[config.mk]
export PLATFORM = sky130hd
export DESIGN_NAME = seven_segment_number_display
export DESIGN_NICKNAME = d
export VERILOG_FILES = /design/src/hw/rtl/ssnd_pkg.sv /design/src/hw/rtl/seven_segment_number_display.sv
export SDC_FILE = /design/constraint.sdc
export NUM_CORES = 1
export LEC_CHECK = 0
export ABC_AREA = 1
export BUFFER_PORTS_ARGS = -buffer_cell sky130_fd_sc_hd__buf_4
export CORE_ASPECT_RATIO = 1.1
export CORE_MARGIN = 3
export CORE_UTILIZATION = 61
export CTS_CLUSTER_DIAMETER = 50
export CTS_CLUSTER_SIZE = 24
export DETAILED_ROUTE_END_ITERATION = 16
export GPL_TIMING_DRIVEN = 0
export PLACE_DENSITY = 0.8
export SKIP_CTS_REPAIR_TIMING = 1
export SYNTH_ARGS = -nofsm -noshare
export SYNTH_HDL_FRONTEND = slang
export SYNTH_SLANG_ARGS = --single-unit
[constraint.sdc]
create_clock -name i_clk -period 3.6 [get_ports i_clk]
set_input_delay 0 -clock i_clk [delete_from_list [all_inputs] [get_ports i_clk]]
set_output_delay 0 -clock i_clk [all_outputs]
set_load 0.02 [all_outputs]
[src/hw/rtl/ssnd_pkg.sv]
// Package for the six-digit seven-segment number display.
// Holds mode and register codes, segment constants and the digit decoder.
// No dependencies.
`default_nettype none

package ssnd_pkg;

    localparam int DIGIT_COUNT = 6;
    localparam int BIN_WIDTH   = 20;
    localparam int CNT_WIDTH   = $clog2(BIN_WIDTH);
    localparam int BCD_WIDTH   = 4 * DIGIT_COUNT;
    localparam int POS_WIDTH   = $clog2(DIGIT_COUNT);
    localparam int CFG_WIDTH   = 20;

    // Item modes.
    localparam logic [1:0] MODE_PRINT = 2'd0;
    localparam logic [1:0] MODE_CLEAR = 2'd1;
    localparam logic [1:0] MODE_SCAN  = 2'd2;

    // Configuration register indexes.
    localparam logic CFG_MAX_VALUE = 1'b0;
    localparam logic CFG_MIN_VALUE = 1'b1;

    localparam logic [19:0] MAX_VALUE_RESET = 20'd999999;
    localparam logic [17:0] MIN_VALUE_RESET = 18'h2_7961; // -99999

    localparam logic [7:0] SEG_MINUS = 8'h40;
    localparam logic [7:0] SEG_BLANK = 8'h00;

    // "-Error", position 0 is the rightmost digit.
    localparam logic [7:0] ERROR_PATTERN [DIGIT_COUNT] =
        '{8'h50, 8'h5c, 8'h50, 8'h50, 8'h79, 8'h40};

    typedef logic [7:0] t_segments;

    function automatic t_segments seg_of_digit(input logic [3:0] digit);
        t_segments seg;
        case (digit)
            4'd0:    seg = 8'h3f;
            4'd1:    seg = 8'h06;
            4'd2:    seg = 8'h5b;
            4'd3:    seg = 8'h4f;
            4'd4:    seg = 8'h66;
            4'd5:    seg = 8'h6d;
            4'd6:    seg = 8'h7d;
            4'd7:    seg = 8'h07;
            4'd8:    seg = 8'h7f;
            4'd9:    seg = 8'h6f;
            default: seg = SEG_BLANK;
        endcase
        return seg;
    endfunction

endpackage

`default_nettype wire

[src/hw/rtl/seven_segment_number_display.sv]
// A scan tick shows its digit on the output the cycle after its beat is accepted.
// A print in range loads the converter, runs 20 shift-and-correct steps and writes back;
// the input stalls meanwhile. Clear and out-of-range prints finish in the accepting cycle.
// Throughput: one beat per cycle for scan ticks and clears unless the output stalls.
// Reset (i_rst_n low, synchronous) blanks all digits, zeroes the scan position and
// restores the limit registers to 999999 and -99999.
`default_nettype none

module seven_segment_number_display (
    input  wire logic        i_clk,
    input  wire logic        i_rst_n,
    // Input channel
    input  wire logic        i_valid,
    output logic             o_stall,
    input  wire logic [1:0]  i_mode,
    input  wire logic [31:0] i_value,
    // Output channel
    output logic             o_valid,
    input  wire logic        i_stall,
    output logic [7:0]       o_segments,
    output logic [5:0]       o_digit_enable,
    // Configuration write port
    input  wire logic        i_cfg_we,
    input  wire logic        i_cfg_index,
    input  wire logic [19:0] i_cfg_data
);

    import ssnd_pkg::*;

    // The converter is a bit-serial double-dabble: the magnitude shifts out MSB first
    // into a six-digit BCD register, and every digit that has reached five gets three
    // added before each shift. Only six BCD digits are kept, so a seven-digit
    // magnitude keeps its six low digits, which is exactly what the display shows.
    typedef enum logic [1:0] {
        S_IDLE,
        S_SHIFT,
        S_WRITE
    } t_state;

    t_state                 r_state;
    logic [19:0]            r_max;
    logic [17:0]            r_min;
    t_segments              r_patterns [DIGIT_COUNT];
    logic [POS_WIDTH-1:0]   r_scan;
    logic                   r_out_valid;
    t_segments              r_out_seg;
    logic [DIGIT_COUNT-1:0] r_out_en;

    logic [BIN_WIDTH-1:0]   r_bin;
    logic [BCD_WIDTH-1:0]   r_bcd;
    logic [CNT_WIDTH-1:0]   r_cnt;
    logic                   r_neg;

    logic                   w_in_accept;
    logic                   w_out_free;
    logic signed [32:0]     w_val;
    logic signed [32:0]     w_hi;
    logic signed [32:0]     w_lo;
    logic                   w_out_of_range;
    logic [31:0]            w_abs;
    logic [BCD_WIDTH-1:0]   w_adj;
    logic [BCD_WIDTH-1:0]   n_bcd;
    logic [BIN_WIDTH-1:0]   n_bin;
    logic [POS_WIDTH-1:0]   w_pos;
    logic [POS_WIDTH-1:0]   n_scan;
    logic [POS_WIDTH-1:0]   w_places;
    t_segments              n_patterns [DIGIT_COUNT];

    // The output register can take a new beat when it is empty or being drained now.
    assign w_out_free  = !r_out_valid || !i_stall;
    assign o_stall     = (r_state != S_IDLE) || !w_out_free;
    assign w_in_accept = i_valid && !o_stall;

    assign o_valid        = r_out_valid;
    assign o_segments     = r_out_seg;
    assign o_digit_enable = r_out_en;

    // Limit check in 33 bits so that both the unsigned upper limit and the signed
    // lower limit compare correctly against the full 32-bit signed value. Crossed
    // limits make every value fail one of the two tests.
    assign w_val          = {i_value[31], i_value};
    assign w_hi           = {13'b0, r_max};
    assign w_lo           = {{15{r_min[17]}}, r_min};
    assign w_out_of_range = (w_val > w_hi) || (w_val < w_lo);

    // A value that passed the check has a magnitude that fits in 20 bits.
    assign w_abs = i_value[31] ? (32'd0 - i_value) : i_value;

    // One double-dabble step: correct every digit, then shift the next bit in.
    always_comb begin
        for (int k = 0; k < DIGIT_COUNT; k++) begin
            w_adj[4*k +: 4] = (r_bcd[4*k +: 4] >= 4'd5) ? (r_bcd[4*k +: 4] + 4'd3)
                                                         : r_bcd[4*k +: 4];
        end
        n_bcd = {w_adj[BCD_WIDTH-2:0], r_bin[BIN_WIDTH-1]};
        n_bin = {r_bin[BIN_WIDTH-2:0], 1'b0};
    end

    // A negative number uses one to five digit places; the sign goes just above them.
    always_comb begin
        if (r_bcd[23:16] != 8'd0) begin
            w_places = 3'd5;
        end else if (r_bcd[15:12] != 4'd0) begin
            w_places = 3'd4;
        end else if (r_bcd[11:8] != 4'd0) begin
            w_places = 3'd3;
        end else if (r_bcd[7:4] != 4'd0) begin
            w_places = 3'd2;
        end else begin
            w_places = 3'd1;
        end
    end

    // Write-back patterns once the conversion is complete.
    always_comb begin
        for (int k = 0; k < DIGIT_COUNT; k++) begin
            if (!r_neg || (POS_WIDTH'(k) < w_places)) begin
                n_patterns[k] = seg_of_digit(r_bcd[4*k +: 4]);
            end else if (POS_WIDTH'(k) == w_places) begin
                n_patterns[k] = SEG_MINUS;
            end else begin
                n_patterns[k] = SEG_BLANK;
            end
        end
    end

    // Scan position wraps after the leftmost digit.
    assign w_pos  = (r_scan >= POS_WIDTH'(DIGIT_COUNT)) ? '0 : r_scan;
    assign n_scan = (w_pos == POS_WIDTH'(DIGIT_COUNT - 1)) ? '0 : (w_pos + 1'b1);

    always_ff @(posedge i_clk) begin
        // Converter datapath; no reset needed, it is loaded at the start of a print.
        if (r_state == S_SHIFT) begin
            r_bin <= n_bin;
            r_bcd <= n_bcd;
            r_cnt <= r_cnt + 1'b1;
        end

        if (!i_rst_n) begin
            r_state     <= S_IDLE;
            r_max       <= MAX_VALUE_RESET;
            r_min       <= MIN_VALUE_RESET;
            r_scan      <= '0;
            r_out_valid <= 1'b0;
            for (int k = 0; k < DIGIT_COUNT; k++) begin
                r_patterns[k] <= SEG_BLANK;
            end
        end else begin
            if (i_cfg_we) begin
                unique case (i_cfg_index)
                    CFG_MAX_VALUE: r_max <= i_cfg_data;
                    CFG_MIN_VALUE: r_min <= i_cfg_data[17:0];
                    default:       r_max <= r_max;
                endcase
            end

            // A waiting beat leaves once downstream stops stalling.
            if (r_out_valid && !i_stall) begin
                r_out_valid <= 1'b0;
            end

            unique case (r_state)
                S_IDLE: begin
                    if (w_in_accept) begin
                        case (i_mode)
                            MODE_PRINT: begin
                                if (w_out_of_range) begin
                                    for (int k = 0; k < DIGIT_COUNT; k++) begin
                                        r_patterns[k] <= ERROR_PATTERN[k];
                                    end
                                end else begin
                                    r_bin   <= w_abs[BIN_WIDTH-1:0];
                                    r_bcd   <= '0;
                                    r_cnt   <= '0;
                                    r_neg   <= i_value[31];
                                    r_state <= S_SHIFT;
                                end
                            end
                            MODE_CLEAR: begin
                                for (int k = 0; k < DIGIT_COUNT; k++) begin
                                    r_patterns[k] <= SEG_BLANK;
                                end
                            end
                            MODE_SCAN: begin
                                r_out_valid <= 1'b1;
                                r_out_seg   <= r_patterns[w_pos];
                                r_out_en    <= DIGIT_COUNT'(1 << (DIGIT_COUNT - 1)) >> w_pos;
                                r_scan      <= n_scan;
                            end
                            default: begin
                                // The unused mode code is accepted and ignored.
                                r_state <= S_IDLE;
                            end
                        endcase
                    end
                end
                S_SHIFT: begin
                    if (r_cnt == CNT_WIDTH'(BIN_WIDTH - 1)) begin
                        r_state <= S_WRITE;
                    end
                end
                S_WRITE: begin
                    for (int k = 0; k < DIGIT_COUNT; k++) begin
                        r_patterns[k] <= n_patterns[k];
                    end
                    r_state <= S_IDLE;
                end
                default: begin
                    r_state <= S_IDLE;
                end
            endcase
        end
    end

endmodule

`default_nettype wire

==> results.sh <==
export IMPL_drt_wl_total_mm=26.4
export IMPL_worstMarginPinSlew_ps=976
export IMPL_finalSetupViolCount=0
export IMPL_yosysWarnings=0
export IMPL_first_global_vias=8893
export IMPL_cts_max_level=4
export IMPL_end_kind="flip-flop"
export IMPL_grt_max_degree=36
export IMPL_ff2ff_path_depth=19
export IMPL_violations="hold timing"
export IMPL_cp_max_fo=16
export IMPL_synth_edf_count=56
export IMPL_seq_area_frac_synth=0.407
export IMPL_worstReg2RegStart="r_min[17]$_SDFFE_PN1P_"
export IMPL_overflow=0
export IMPL_synthFlopType="dfxtp_1"
export IMPL_avgSynthCellArea_um2=7.91
export IMPL_leakagePower_uw=0.00637
export IMPL_clkTransAtPathRegs_ps=70
export IMPL_die_width_um=133
export IMPL_core_area_um2=17100
export IMPL_num_antenna_cells=0
export IMPL_antenna_found_initial=0
export IMPL_start_kind="flip-flop"
export IMPL_place_ws_ps=186
export IMPL_num_vias=9360
export IMPL_cts_root_buffer="clkbuf_16"
export IMPL_setup_worst_path_class="flip-flop to flip-flop"
export IMPL_fill_cells=1346
export IMPL_ant_nets=0
export IMPL_detailed_place_hpwl_mm=19.4
export IMPL_synth_top_cell_area_share=0.251
export IMPL_cap_viol_max_count=0
export IMPL_hold_viol=5
export IMPL_hp_class="input pin to flip-flop"
export IMPL_synth_cell_area_um2=10800
export IMPL_insertion_delay_ps=440
export IMPL_synth_area_leader_cell="dfxtp_1"
export IMPL_max_slew_margin=0.347
export IMPL_fmax_mhz=303
export IMPL_cts_tree="done"
export IMPL_grtUsageTotal=0.266
export IMPL_worstPathArrival_ps=3630
export IMPL_viasPerCell=5.40
export IMPL_drive_gt1_frac=0.121
export IMPL_die_y_um=145
export IMPL_clk_path_buf_depth=2
export IMPL_dr_pass1_iters=8
export IMPL_critPathLaunch="r_min[17]$_SDFFE_PN1P_"
export IMPL_rsz0062_at_grt="no"
export IMPL_whs_ps=-45.9
export IMPL_finalClockSkew_ps=15.8
export IMPL_vdd_drop_max_v=0.000426
export IMPL_syn2layout_area_growth_pct=16.9
export IMPL_grt_pass1_wl_mm=41.6
export IMPL_worstPathRequired_ps=3930
export IMPL_period_minus_slack_ps=3300
export IMPL_syn_num_nets=1526
export IMPL_status="finished, violations left"
export IMPL_port_buffers=73
export IMPL_setup_ws_ps=300
export IMPL_nets=1650
export IMPL_avgRoutedWirePerCell_um=15.2
export IMPL_cts_buffers=17
export IMPL_ys_top_cells_by_area="dfxtp_1 25%, edfxtp_1 16%, ha_1 12%, nand2_1 10%, inv_1 7.4%"
export IMPL_rows=50
export IMPL_ys_async_sr_fraction=0
export IMPL_drc_errors=0
export IMPL_layout_cells_non_filler=1732
export IMPL_die_area_um2=19300
export IMPL_place_area_um2=11600
export IMPL_synth_cell_types=43
export IMPL_finalInstanceArea_um2=12600
export IMPL_ios=76
export IMPL_clock_sinks=191
export IMPL_start_util=0.628
export IMPL_gp_congestion=0.949
export IMPL_dpl_cell_count=1668
export IMPL_synth_seq_cells=191
export IMPL_synth_cells=1361
export IMPL_maxSlewViolCount=0
export IMPL_period_share=0.917
export IMPL_r2r_setup_slack_ps=300
export IMPL_cellPowerDensity_nw_per_um2=625
export IMPL_drtIter0Drc=698
## power breakdown
part / total, uW / switching [uW] / internal [uW] / leakage [uW]
Sequential: 3060 / 261 / 2790 / 0.00170
Clock: 1960 / 905 / 1060 / 0.000307
Combinational: 2850 / 1810 / 1040 / 0.00437
## metal layers
| layer | vias to the layer above | share of wire | GRT usage |
|---|---|---|---|
| met5 | - | 0 | 0 |
| met4 | 0 | 0.034 | 0.127 |
| met3 | 69 | 0.055 | 0.0411 |
| met2 | 309 | 0.52 | 0.483 |
| met1 | 4326 | 0.39 | 0.304 |
| li1 | 4656 | - | - |
## final cells by class
type,count,area [um^2],share of cell area
buffer,37,231,0.0184
clock buffer,19,464,0.0369
clock inverter,13,160,0.0127
inverter,223,841,0.0668
multi-input combinational,910,5340,0.424
sequential,191,4380,0.348
tap,234,293,0.0233
timing repair buffer,105,878,0.0698
## cells in the mapped netlist, types with 7 or more instances
| cell | instances |
|---|---|
| nand2_1 | 290 |
| inv_1 | 213 |
| dfxtp_1 | 135 |
| nor2_1 | 110 |
| ha_1 | 105 |
| o21ai_0 | 105 |
| a21oi_1 | 61 |
| nand3_1 | 59 |
| edfxtp_1 | 56 |
| o211ai_1 | 34 |
| clkbuf_1 | 21 |
| nand3_2 | 20 |
| nor3_1 | 17 |
| xor2_1 | 17 |
| a31oi_1 | 10 |
| nand2_4 | 10 |
| o21ai_1 | 10 |
| or2_2 | 9 |
| a22oi_1 | 8 |
| inv_2 | 7 |
| nand2_2 | 7 |
| nand3b_1 | 7 |
| xnor2_1 | 7 |
## worst max-delay path, cell delays in order, from the launching register on
cell        delay, ps
dfxtp_1           360
clkinvlp_4        120
buf_12            160
ha_1              280
nand2_2            60
nor2_2            110
nor3b_2           210
and3_1            180
nand2_1            60
nand3_1           130
nand4_4           160
buf_6             200
buf_2             220
nand2_1           200
inv_1             120
ha_1              330
nand3_2           100
nand2_1            60
nand2_1            60
nand2_1            50
## stage by stage
stage | power [uW] | TNS (ps) | util
6_report | 7870 | 0 | 0.734
4_1_cts | 7810 | 0 | 0.714
3_5_place_dp | 5830 | 0 | 0.677
5_1_grt | 8460 | 0 | 0.734
2_1_floorplan | 5180 | 0 | -
3_3_place_gp | 5740 | -12240 | 0.677
## kinds of logic (layout without fill, tap and decap cells)
group	after synthesis	count (layout)	synth area share
other	1	1	0.000348
buffers and inverters	260	397	0.0993
xor gates and xnor gates	24	24	0.0195
and+or+nand+nor	540	540	0.226
AOI/OAI and AO/OA	240	240	0.125
adders and majority gates	105	105	0.122
DFF	191	191	0.407
## placed cells by master (no fill, tap or decap), types with 20 or more instances in the layout
cell	count
nand2_1	290
inv_1	212
dfxtp_1	135
nor2_1	110
o21ai_0	105
ha_1	104
buf_4	74
a21oi_1	61
nand3_1	58
edfxtp_1	56
o211ai_1	34
dlygate4sd3_1	31
clkbuf_1	21
nand3_2	20
## how the worst min path moves through the flow
stage,start,to,slack [ps],cells after the start
after floorplan,i_value[31],r_neg$_DFFE_PP_,100,0
after global placement,i_value[31],r_neg$_DFFE_PP_,210,1
after detailed placement,i_value[31],r_neg$_DFFE_PP_,210,1
after CTS,i_value[31],r_neg$_DFFE_PP_,-240,1
after global routing,i_value[19],r_bin[19]$_DFF_P_,5,4
final,i_value[19],r_bin[19]$_DFF_P_,-50,4
Note: power is estimated with default switching activity, not from simulation.
